`config.mk`:
```
export PLATFORM = sky130hd
export DESIGN_NAME = hbr_div
export DESIGN_NICKNAME = d
export VERILOG_FILES = /design/src/hw/rtl/hbr_pkg.sv /design/src/hw/rtl/hbr_div.sv
export SDC_FILE = /design/constraint.sdc
export NUM_CORES = 1
export LEC_CHECK = 0
export BUFFER_PORTS_ARGS = -buffer_cell sky130_fd_sc_hd__clkbuf_2
export CAP_MARGIN = 0
export CORE_MARGIN = 2
export CORE_UTILIZATION = 31
export CTS_CLUSTER_SIZE = 25
export DETAILED_ROUTE_END_ITERATION = 7
export PLACE_DENSITY_LB_ADDON = 0.3
export SKIP_CTS_REPAIR_TIMING = 1
export SLEW_MARGIN = 20
export SYNTH_ARGS = -nofsm -noshare
export SYNTH_HDL_FRONTEND = slang
export SYNTH_SLANG_ARGS = --single-unit
```
`constraint.sdc`:
```
create_clock -name clk -period 3.55 [get_ports clk]
set_input_delay 0.1775 -clock clk [delete_from_list [all_inputs] [get_ports clk]]
set_output_delay 0.1775 -clock clk [all_outputs]
set_load 0.005 [all_outputs]
```
`src/hw/rtl/hbr_pkg.sv`:
```
// ----------------------------------------------------------------------------
// hbr_pkg
// Shared types and constants for the HSV background replacement block.
// ----------------------------------------------------------------------------
package hbr_pkg;

  // Configuration register indexes
  typedef enum logic [1:0] {
    CFG_FRAME_WIDTH  = 2'd0,
    CFG_FRAME_HEIGHT = 2'd1,
    CFG_DEV_MULT     = 2'd2
  } cfg_index_t;

  localparam int CFG_DATA_W = 12;

  localparam logic [11:0] FRAME_WIDTH_RST  = 12'd1366;
  localparam logic [11:0] FRAME_HEIGHT_RST = 12'd768;
  localparam logic [7:0]  DEV_MULT_RST     = 8'd40;

  localparam int MIN_DIM = 3;

  // Hue sector scaling, quarter degrees
  localparam int HUE_SCALE = 240;
  localparam int HUE_OFS_G = 480;
  localparam int HUE_OFS_B = 960;
  localparam int SAT_SCALE = 1024;

  // Divider geometry: quotient below 2^Q_W, denominator one color byte
  localparam int Q_W   = 11;
  localparam int DEN_W = 8;
  localparam int NUM_W = Q_W + DEN_W;

  typedef struct packed {
    logic [7:0]         cam_blue;
    logic [7:0]         cam_green;
    logic [7:0]         cam_red;
    logic [7:0]         bg_blue;
    logic [7:0]         bg_green;
    logic [7:0]         bg_red;
    logic signed [11:0] hue_mean;
    logic [10:0]        sat_mean;
    logic [10:0]        hue_dev;
    logic [10:0]        sat_dev;
  } in_item_t;

  typedef struct packed {
    logic [7:0] out_blue;
    logic [7:0] out_green;
    logic [7:0] out_red;
    logic       was_replaced;
    logic       end_of_frame;
    logic       last_of_run;
  } out_item_t;

  // Division request: hue and saturation numerators and denominators
  typedef struct packed {
    logic [NUM_W-1:0] num_h;
    logic [NUM_W-1:0] num_s;
    logic [DEN_W-1:0] den_h;
    logic [DEN_W-1:0] den_s;
    logic             neg;   // red sector with green below blue
    logic             flat;  // max equals min
  } div_req_t;

  typedef struct packed {
    logic [Q_W-1:0] hue_q;
    logic [Q_W-1:0] sat_q;
    logic           neg;
    logic           flat;
  } div_res_t;

endpackage

```
`src/hw/rtl/hbr_div.sv`:
```
// ----------------------------------------------------------------------------
// hbr_div
// Pipelined restoring dividers for hue and saturation, one quotient bit
// per stage, with a pass-through tag.
// ----------------------------------------------------------------------------
module hbr_div #(
  parameter int TAG_W = 8
) (
  input  logic              clk,
  input  logic              rst_n,
  input  logic              adv,
  input  logic              in_v,
  input  hbr_pkg::div_req_t in_req,
  input  logic [TAG_W-1:0]  in_tag,
  output logic              out_v,
  output hbr_pkg::div_res_t out_res,
  output logic [TAG_W-1:0]  out_tag
);
  import hbr_pkg::*;

  function automatic logic [DEN_W:0] div_step(input logic [DEN_W-1:0] rem,
                                               input logic nb,
                                               input logic [DEN_W-1:0] den);
    logic [DEN_W:0] t;
    t = {rem, nb};
    if (t >= {1'b0, den}) begin
      div_step = {1'b1, DEN_W'(t - {1'b0, den})};
    end else begin
      div_step = {1'b0, t[DEN_W-1:0]};
    end
  endfunction

  logic             v_r   [Q_W];
  div_req_t         req_r [Q_W];
  logic [TAG_W-1:0] tag_r [Q_W];
  logic [DEN_W-1:0] rh_r  [Q_W];
  logic [DEN_W-1:0] rs_r  [Q_W];
  logic [Q_W-1:0]   qh_r  [Q_W];
  logic [Q_W-1:0]   qs_r  [Q_W];

  for (genvar k = 0; k < Q_W; k++) begin : g_stage
    logic             v_in;
    div_req_t         req_in;
    logic [TAG_W-1:0] tag_in;
    logic [DEN_W-1:0] rh_in, rs_in;
    logic [Q_W-1:0]   qh_in, qs_in;
    logic [DEN_W:0]   sh, ss;
    logic [Q_W-1:0]   qh_nxt, qs_nxt;

    if (k == 0) begin : g_first
      assign v_in   = in_v;
      assign req_in = in_req;
      assign tag_in = in_tag;
      assign rh_in  = in_req.num_h[NUM_W-1:Q_W];
      assign rs_in  = in_req.num_s[NUM_W-1:Q_W];
      assign qh_in  = '0;
      assign qs_in  = '0;
    end else begin : g_next
      assign v_in   = v_r[k-1];
      assign req_in = req_r[k-1];
      assign tag_in = tag_r[k-1];
      assign rh_in  = rh_r[k-1];
      assign rs_in  = rs_r[k-1];
      assign qh_in  = qh_r[k-1];
      assign qs_in  = qs_r[k-1];
    end

    always_comb begin
      sh = div_step(rh_in, req_in.num_h[Q_W-1-k], req_in.den_h);
      ss = div_step(rs_in, req_in.num_s[Q_W-1-k], req_in.den_s);
      qh_nxt = qh_in;
      qs_nxt = qs_in;
      qh_nxt[Q_W-1-k] = sh[DEN_W];
      qs_nxt[Q_W-1-k] = ss[DEN_W];
    end

    always_ff @(posedge clk) begin
      if (!rst_n) begin
        v_r[k] <= 1'b0;
      end else if (adv) begin
        v_r[k] <= v_in;
      end
    end

    always_ff @(posedge clk) begin
      if (adv) begin
        req_r[k] <= req_in;
        tag_r[k] <= tag_in;
        rh_r[k]  <= sh[DEN_W-1:0];
        rs_r[k]  <= ss[DEN_W-1:0];
        qh_r[k]  <= qh_nxt;
        qs_r[k]  <= qs_nxt;
      end
    end
  end

  assign out_v         = v_r[Q_W-1];
  assign out_tag       = tag_r[Q_W-1];
  assign out_res.hue_q = qh_r[Q_W-1];
  assign out_res.sat_q = qs_r[Q_W-1];
  assign out_res.neg   = req_r[Q_W-1].neg;
  assign out_res.flat  = req_r[Q_W-1].flat;

endmodule

```
# After elaboration in Yosys (flattened, before gate mapping)
# Memories as Yosys holds them, arrays and structs flattened.
# Index checks and enable logic that the tools add are counted.
# W data, S select, Z words.
# totals
regBits	0
ramBits	1133
input_bits	68
out_inout_bits	33
wordCells	100
memories	7
# mem_list
memory	words	width	read_ports	rd_clocked_by_memory_dff	wr	line_no	rtl
req_r	11	56	11	0	11	hbr_div.sv:34	div_req_t req_r [Q_W];
qh_r	11	11	11	0	11	hbr_div.sv:38	logic [Q_W-1:0] qh_r [Q_W];
qs_r	11	11	11	0	11	hbr_div.sv:39	logic [Q_W-1:0] qs_r [Q_W];
rh_r	11	8	10	0	11	hbr_div.sv:36	logic [DEN_W-1:0] rh_r [Q_W];
rs_r	11	8	10	0	11	hbr_div.sv:37	logic [DEN_W-1:0] rs_r [Q_W];
tag_r	11	8	11	0	11	hbr_div.sv:35	logic [TAG_W-1:0] tag_r [Q_W];
1 more memories	n/a	n/a	n/a	n/a	n/a	n/a	
# op_classes
add_sub_neg	22
order_cmp	22
n_mux	38
bitwise_logic	11
# op_table
op	count
$ge A9 B8 Y1	22
$mux W9	22
$sub A8 B8 Y8	22
$mux W1	16
$or A1 B1 Y1	11

# Logic depth before layout (Yosys ltp)
# Gate-level depths: netlist of run 1.
# depth
depth_word	4
depth_mapped	9
depth_no_buf	8

# Worst setup path before layout of run 1
# OpenSTA, ideal clock, no wires.
# synth_path
kind	flip-flop to flip-flop
startpoint	memory rh_r[0][5]
endpoint	memory rh_r[1][2], data pin
arrival_ns	1.880
t_required_ns	3.290
slack_ns	1.410
stages_incl_launch_ff	7
synth_period_minus_slack_ns	2.140
path_cell_list	edfxtp_1 > ha_1 > a21o_1 > a2111oi_2 > o21a_1 > buf_6 > mux2_4
# synth_rtl
element	line_no
from (decl)	hbr_div.sv:36

==> metrics.yaml, run 1 <==
logic_synthesis:
  sequential_element_share_of_the_synthesized_area_pct: 64.82
  edff_count_synth: 682
  post_synth_num_cell_types: 37
  avgSynthCellArea_um2: 15.40
  synth.yosys.warnings: 0
  mappedNetlistNets: 2317
  postSynth.asyncResetShare_pct: 0
  ys_ff_latch: 683
  synth_cells: 2053
  synth_area_um2: 31630
  ys_dominant_reg_cell: "sky130_fd_sc_hd__edfxtp_1"
worst_setup_path:
  setup.reg_to_reg.worst_slack_ps: 1000
  cp-end-kind: "register"
  end_of_the_worst_register_to_register_path: "rh_r[3][2]"
  cp.arrival_ps: 2910
  reg2regPathDepth: 6
  crit_slowest_cell: "sky130_fd_sc_hd__o21a_1"
  critical_path_peak_fanout: 9
  timing.critical_path.cells: "ha_1 -> nand3_1 -> nor3_1 -> a2111oi_2 -> o21a_1 -> mux2_4"
  worst_r2r_startpoint: "rh_r[2][4]"
  required_time_of_the_critical_path_ps: 3910
  maximum_cell_stage_delay_along_the_critical_path_ps: 500
  setup.worst_path.start_class: "register"
  crit_type: "register to register"
power_and_ir_drop:
  leak_pwr_uw: 0.01454
  design_power_total_uw: 27400
  powerDensity_nw_per_um2: 742.6
  irDropWorstVdd_mv: 0.3484
routing:
  drt_wl_total_um: 51100
  drc: 0
  antenna_violating_nets_post_route: 0
  met2RoutedLength_um: 26470
  wl_met3_um: 2129
  avgViaCountPerCell: 4.519
  top_layer: "met4"
  route.detailed.wl_per_inst_um: 13.80
  first_pass_iters: 5
  first_drt_iteration_drcs: 825
  drt-met1-wl_um: 20820
  detailroute.via_count: 16740
hold_path:
  timing.hold.worst.start: "adv"
  min_to: "req_r[4][0]"
  worstHoldPathType: "input pin to register"
  min_path_cells: 1
timing:
  grt_setup_unrepaired: "no"
  period_needed_ps: 2550
  upper_clock_frequency_limit_mhz: 392.2
  slew_viol_final: 0
  fin_worst_skew_ps: 28.51
  setup-violations-final: 0
  hold_slack_final_ps: 177.3
  maxSlewHeadroom_pct: 38.02
  timing_worst_slew_pin_value_ps: 929.8
  final_hold_viol_count: 0
  fin_crit_sh_pct: 71.83
  tns_ps: 0
clock_network:
  clock_buffers_created_by_tritoncts: 79
  cts.reportedPaths.clkPinSlew_ps: 60
  clock_insertion_delay_worst_skew_ps: 630
  clock_tree.htree_level_count: 3
  cts.root.buffer_cell: "sky130_fd_sc_hd__clkbuf_16"
  tritoncts: "done"
  ctsLongestPathBuffers: 3
  clock-sinks: 683
finish:
  diodes: 0
  layout_commonest_cell: "sky130_fd_sc_hd__edfxtp_1"
  finish.net_count: 2544
  layout_common_cells: "sky130_fd_sc_hd__edfxtp_1, sky130_fd_sc_hd__inv_1, sky130_fd_sc_hd__ha_1, sky130_fd_sc_hd__mux2_4, sky130_fd_sc_hd__clkbuf_2"
  drive_above_1_share_pct: 18.11
  finish.cell_count_without_fillers: 3704
  area.growth.synth_to_final_pct: 16.67
  final_area_um2: 36900
floorplan:
  core_area_um2: 101400
  start_util_pct: 31.17
  die_area_um2: 104600
  die_y_um: 323.4
  placement_rows: 117
  floorplan.die.width_um: 323.4
  top_level_ports: 101
run:
  max_cap_viol_count: 0
global_routing:
  initial_antenna_violation_count: 0
  grt_max_degree: 100
  gr-usage-all-layers_pct: 9.822
  global_route.overflow_total: 0
  first_global_vias: 17420
  wire_length_of_the_first_global_routing_pass_um: 84300
place:
  hpwl_um: 35630
  final_weighted_congestion_of_routability_driven_global_placement: 0.8654
  placedInstanceArea_um2: 33730
  placedCellCount: 3502
  port_buffers: 100
run_status:
  outcome: "finished, final reports clean"
## stage by stage
stage	utilization [%]	worst slack (ps)
floorplan	-	1410
global placement	33.25	1019
detailed placement	33.25	967.0
CTS	35.73	954.7
global route	36.37	839.7
finish	36.37	1000
## layer usage
metal	GRT usage [%]	up-vias
met3	2.122	116
met2	17.90	283
met4	4.755	0
met5	0	-
li1	-	8234
met1	10.77	8107
## cell families after synthesis
family / share of synthesized area, %
mux: 6.995
flops: 64.82
fa+ha+maj: 8.229
simple gates: 5.377
compound gates: 8.906
buf+inv: 4.012
xor+xnor: 1.662
## cell usage after synthesis (35+ instances only)
library cell,n,area [um2]
sky130_fd_sc_hd__nand2b_1,43,269.0
sky130_fd_sc_hd__mux2_4,120,1802
sky130_fd_sc_hd__a21oi_1,42,210.2
sky130_fd_sc_hd__o21a_1,40,300.3
sky130_fd_sc_hd__edfxtp_1,682,20480
sky130_fd_sc_hd__xnor2_1,60,525.5
sky130_fd_sc_hd__a211o_1,35,306.5
sky130_fd_sc_hd__nor2_1,80,300.3
sky130_fd_sc_hd__ha_1,176,2202
sky130_fd_sc_hd__inv_1,241,904.6
sky130_fd_sc_hd__nor3_1,75,375.4
sky130_fd_sc_hd__a21o_1,46,345.3
sky130_fd_sc_hd__nand3_1,40,200.2
sky130_fd_sc_hd__mux2i_1,41,410.4
## sequential cells by signal (all words and copies together) (netlist names)
name,count
req_r,292
v_r,11
rs_r,80
rh_r,80
qh_r,66
qs_r,66
tag_r,88
## how the worst max path moves through the flow
| stage | cells past startpoint | start | endpoint |
|---|---|---|---|
| 5_1_grt | 5 | rh_r[8][5] | rh_r[9][6] |
| 3_5_place_dp | 6 | req_r[7][8] | rs_r[8][7] |
| 2_1_floorplan | 6 | rh_r[0][5] | rh_r[1][2] |
| 3_3_place_gp | 6 | req_r[8][16] | rh_r[9][3] |
| 4_1_cts | 6 | req_r[7][8] | rs_r[8][7] |
| 6_report | 6 | rh_r[2][4] | rh_r[3][2] |
## where the power goes
group / leakage [uW] / total (uW) / switching (uW) / internal [uW]
logic: 0.00665 / 8300 / 3870 / 4430
clock network: 0.00123 / 7860 / 3100 / 4760
registers: 0.00667 / 11200 / 581 / 10700
## final cells by class
cell class	count	area (um2)
Sequential cell	683	20500
Inverter	241	904.6
Timing Repair Buffer	188	1409
Clock inverter	46	430.4
Fill cell	9513	64550
Multi-Input combinational cell	1087	9857
Clock buffer	91	2086
Tap cell	1368	1712
## worst max-delay path, delay by kind of cell, from the launching register on
family                   cells  cell delay, ps
AO/OA/AOI/OAI                2             910
adder cells (fa/ha/maj)      1             390
flip-flops                   1             420
multiplexers                 1             340
AND/OR/NAND/NOR              2             230
No activity file was read; power rests on OpenSTA's default activity.
==> run 2: changes to the inputs <==
- ABC_AREA: default -> 1
- clock period: 3.55 -> 2.6 ns (I/O delays scaled with it)
==> run 2 against run 1 <==
- combinational power grew 34%
- die area grew 4.1%
- critical endpoint is now rs_r[5][7]
- global-route usage grew 1.4 points
- synthesized area grew 4.1%
- cell count grew 26%
==> metrics.yaml, run 2 <==
run_status:
  outcome: "finished, final reports clean"  # unchanged
finish:
  area.growth.synth_to_final_pct: 16.86  # was 16.67%
  drive_above_1_share_pct: 12.76  # was 18.11%
  layout_common_cells: "sky130_fd_sc_hd__nand2_1, sky130_fd_sc_hd__edfxtp_1, sky130_fd_sc_hd__inv_1, sky130_fd_sc_hd__nand3_1, sky130_fd_sc_hd__ha_1"  # was sky130_fd_sc_hd__edfxtp_1, sky130_fd_sc_hd__inv_1, sky130_fd_sc_hd__ha_1, sky130_fd_sc_hd__mux2_4, sky130_fd_sc_hd__clkbuf_2
  diodes: 0  # unchanged
  final_area_um2: 38480  # was 36900 um2
  layout_commonest_cell: "sky130_fd_sc_hd__nand2_1"  # was sky130_fd_sc_hd__edfxtp_1
  finish.cell_count_without_fillers: 4668  # was 3704
  finish.net_count: 3480  # was 2544
  finish.utilization_pct: 36.56  # was 36.37%
  largest_register_ff_count: 292  # unchanged
  biggestRegsByFlops: "req_r x292, tag_r x88"  # unchanged
  registers.top_by_ff_count: "req_r"  # unchanged
logic_synthesis:
  muxShareOfSynthArea_pct: 0  # was 6.995%
  ys_ff_latch: 683  # unchanged
  synth-compound-area-share_pct: 1.987  # was 8.906%
  synth_most_common_cell: "sky130_fd_sc_hd__nand2_1"  # was sky130_fd_sc_hd__edfxtp_1
  sequential_element_share_of_the_synthesized_area_pct: 62.25  # was 64.82%
  postSynth.asyncResetShare_pct: 0  # unchanged
  synth_area_um2: 32930  # was 31630 um2
  synth_cells: 2968  # was 2053
  synth.yosys.warnings: 0  # unchanged
  avgSynthCellArea_um2: 11.09  # was 15.40 um2
  synth_area_leader_cell: "sky130_fd_sc_hd__edfxtp_1"  # unchanged
  mappedNetlistNets: 3232  # was 2317
  synth-adder-area-share_pct: 7.903  # was 8.229%
  netlist_top_cells_count: "sky130_fd_sc_hd__nand2_1, sky130_fd_sc_hd__edfxtp_1, sky130_fd_sc_hd__inv_1"  # was sky130_fd_sc_hd__edfxtp_1, sky130_fd_sc_hd__inv_1, sky130_fd_sc_hd__ha_1
  synth_simple_gate_area_share_pct: 20.08  # was 5.377%
  edff_count_synth: 682  # unchanged
  largest_family_of_logic_cells_by_synthesized_area: "simple AND/OR/NAND/NOR gates"  # was compound AO/OA/AOI/OAI gates
  synthTopCellsByArea: "sky130_fd_sc_hd__edfxtp_1, sky130_fd_sc_hd__nand2_1, sky130_fd_sc_hd__ha_1"  # was sky130_fd_sc_hd__edfxtp_1, sky130_fd_sc_hd__ha_1, sky130_fd_sc_hd__mux2_4
  ys_dominant_reg_cell: "sky130_fd_sc_hd__edfxtp_1"  # unchanged
  synthXorXnorAreaFrac_pct: 1.596  # was 1.662%
  synth_top_cell_area_share_pct: 62.19  # was 64.76%
  post_synth_num_cell_types: 28  # was 37
power_and_ir_drop:
  irDropWorstVdd_mv: 0.4843  # was 0.3484 mV
  powerDensity_nw_per_um2: 977.4  # was 742.6 nW/um2
  leak_pwr_uw: 0.01702  # was 0.01454 uW
routing:
  drc: 0  # unchanged
  detailroute.via_count: 19980  # was 16740
  drt_wl_total_um: 59870  # was 51100 um
  avgViaCountPerCell: 4.279  # was 4.519
  route.detailed.wl_per_inst_um: 12.83  # was 13.80 um
  first_drt_iteration_drcs: 978  # was 825
  antenna_violating_nets_post_route: 0  # unchanged
  first_pass_iters: 5  # unchanged
worst_setup_path:
  setup.reg_to_reg.worst_slack_ps: 620  # was 1000 ps
  critical_path_peak_fanout: 9  # unchanged
  timing.critical_path.from: "req_r[4][6]"  # was rh_r[2][4]
  cp_top_family: "simple AND/OR/NAND/NOR gates"  # was compound AO/OA/AOI/OAI gates
  most_frequent_cp_cell: "sky130_fd_sc_hd__nand2_1"
  crit_slowest_cell: "sky130_fd_sc_hd__edfxtp_1"  # was sky130_fd_sc_hd__o21a_1
  cp-end-kind: "register"  # unchanged
  critPathCapture: "rs_r[5][7]"  # was rh_r[3][2]
  critPathBufInv: 2  # was 0
  end_of_the_worst_register_to_register_path: "rs_r[5][7]"  # was rh_r[3][2]
  crit_type: "register to register"  # unchanged
  maximum_cell_stage_delay_along_the_critical_path_ps: 430  # was 500 ps
  worst_r2r_startpoint: "req_r[4][6]"  # was rh_r[2][4]
  cp.arrival_ps: 2340  # was 2910 ps
  timing.critical_path.cells: "inv_1 -> ha_1 -> nand2_1 -> inv_2 -> a21oi_2 -> nand2_2 -> nand2_4 -> nand2_4 -> nand2_1 -> nand2_1"  # was ha_1 -> nand3_1 -> nor3_1 -> a2111oi_2 -> o21a_1 -> mux2_4
  setup.worst_path.start_class: "register"  # unchanged
  required_time_of_the_critical_path_ps: 2970  # was 3910 ps
  reg2regPathDepth: 10  # was 6
  cp_num_cells: 10  # was 6
place:
  final_weighted_congestion_of_routability_driven_global_placement: 0.8732  # was 0.8654
  hpwl_um: 43190  # was 35630 um
  port_buffers: 100  # unchanged
  placedCellCount: 4459  # was 3502
  placedInstanceArea_um2: 35240  # was 33730 um2
timing:
  setup-violations-final: 0  # unchanged
  final_hold_viol_count: 0  # unchanged
  period_needed_ps: 1976  # was 2550 ps
  grt_setup_unrepaired: "no"  # unchanged
  upper_clock_frequency_limit_mhz: 506.2  # was 392.2 MHz
  slew_viol_final: 0  # unchanged
  fin_worst_skew_ps: 17.21  # was 28.51 ps
  maxSlewHeadroom_pct: 64.16  # was 38.02%
  timing_worst_slew_pin_value_ps: 537.6  # was 929.8 ps
  fin_crit_sh_pct: 75.98  # was 71.83%
  tns_ps: 0  # unchanged
global_routing:
  grt_max_degree: 77  # was 100
  global_route.overflow_total: 0  # unchanged
  first_global_vias: 20100  # was 17420
  gr-usage-all-layers_pct: 11.25  # was 9.822%
  initial_antenna_violation_count: 2  # was 0
  wire_length_of_the_first_global_routing_pass_um: 99480  # was 84300 um
floorplan:
  placement_rows: 119  # was 117
  floorplan.die.width_um: 329.9  # was 323.4 um
  die_area_um2: 108800  # was 104600 um2
  core_area_um2: 105300  # was 101400 um2
  die_y_um: 329.9  # was 323.4 um
  start_util_pct: 31.28  # was 31.17%
  top_level_ports: 101  # unchanged
run:
  max_cap_viol_count: 0  # unchanged
clock_network:
  clock_insertion_delay_worst_skew_ps: 630  # about the same
  clock_buffers_created_by_tritoncts: 81  # was 79
  ctsLongestPathBuffers: 3  # unchanged
  clock_tree.htree_level_count: 3  # unchanged
  clock-sinks: 683  # unchanged
  cts.root.buffer_cell: "sky130_fd_sc_hd__clkbuf_16"  # unchanged
  tritoncts: "done"  # unchanged
  cts.reportedPaths.clkPinSlew_ps: 60  # about the same
hold_path:
  worstHoldPathType: "input pin to register"  # unchanged
[run 2: logic make-up after synthesis]
logic type | count (synthesis)
adder cells (fa/ha/maj) | 196
buffers and inverters | 517
XOR/XNOR | 60
AND/OR/NAND/NOR | 1415
AO/OA/AOI/OAI | 97
flip-flops | 683
[run 2: metal layers]
metal / routed length [um] / global-route usage (%) / part of all wire, % / vias up
met5: 0 / 0 / 0 / -
met4: 1633 / 4.486 / 2.7 / 0
met3: 2308 / 2.228 / 3.9 / 114
met2: 29300 / 19.28 / 49 / 283
met1: 26630 / 13.90 / 44 / 9185
li1: - / - / - / 10390
[run 2: how the worst min path moves through the flow]
stage | from | to | slack, ps | depth (start not counted)
after floorplan | in_req[0] | req_r[0][0] | 230 | 0
after CTS | in_req[0] | req_r[0][0] | -400 | 1
final | in_req[55] | rh_r[0][3] | 30 | 5
after detailed placement | in_req[44] | req_r[0][44] | 310 | 1
after global placement | in_req[44] | req_r[0][44] | 310 | 1
after global routing | in_req[36] | rs_r[0][0] | 50 | 5
[run 2: power by group]
part / internal (uW) / total (uW) / switching, uW
Sequential: 14600 / 15600 / 966
Combinational: 4120 / 11100 / 6930
Clock: 6520 / 11000 / 4470
Total: 25200 / 37600 / 12400
[run 2: cell type report]
class,instances,area (um2)
fillers,10360,66790
flip-flops and latches,683,20500
multi-input cells,1768,10400
clock buffers,99,2158
inverters,500,1877
well taps,1391,1740
repair buffers,182,1376
clock inverters,45,435.4
[run 2: worst min-delay path, stage by stage]
cell	delay, ps
sky130_fd_sc_hd__clkbuf_2	100
sky130_fd_sc_hd__nor3_2	50
sky130_fd_sc_hd__nand2_4	130
sky130_fd_sc_hd__nand3_1	80
sky130_fd_sc_hd__nand2_1	60
[run 2: stage by stage]
step	power (uW)	hold WS, ps	setup WS, ps
floorplan	24190	228.9	951.5
global placement	26740	308.3	614.2
detailed placement	26860	308.6	629.9
CTS	38160	-404.0	613.1
global route	40580	46.86	472.8
finish	37610	31.21	624.4
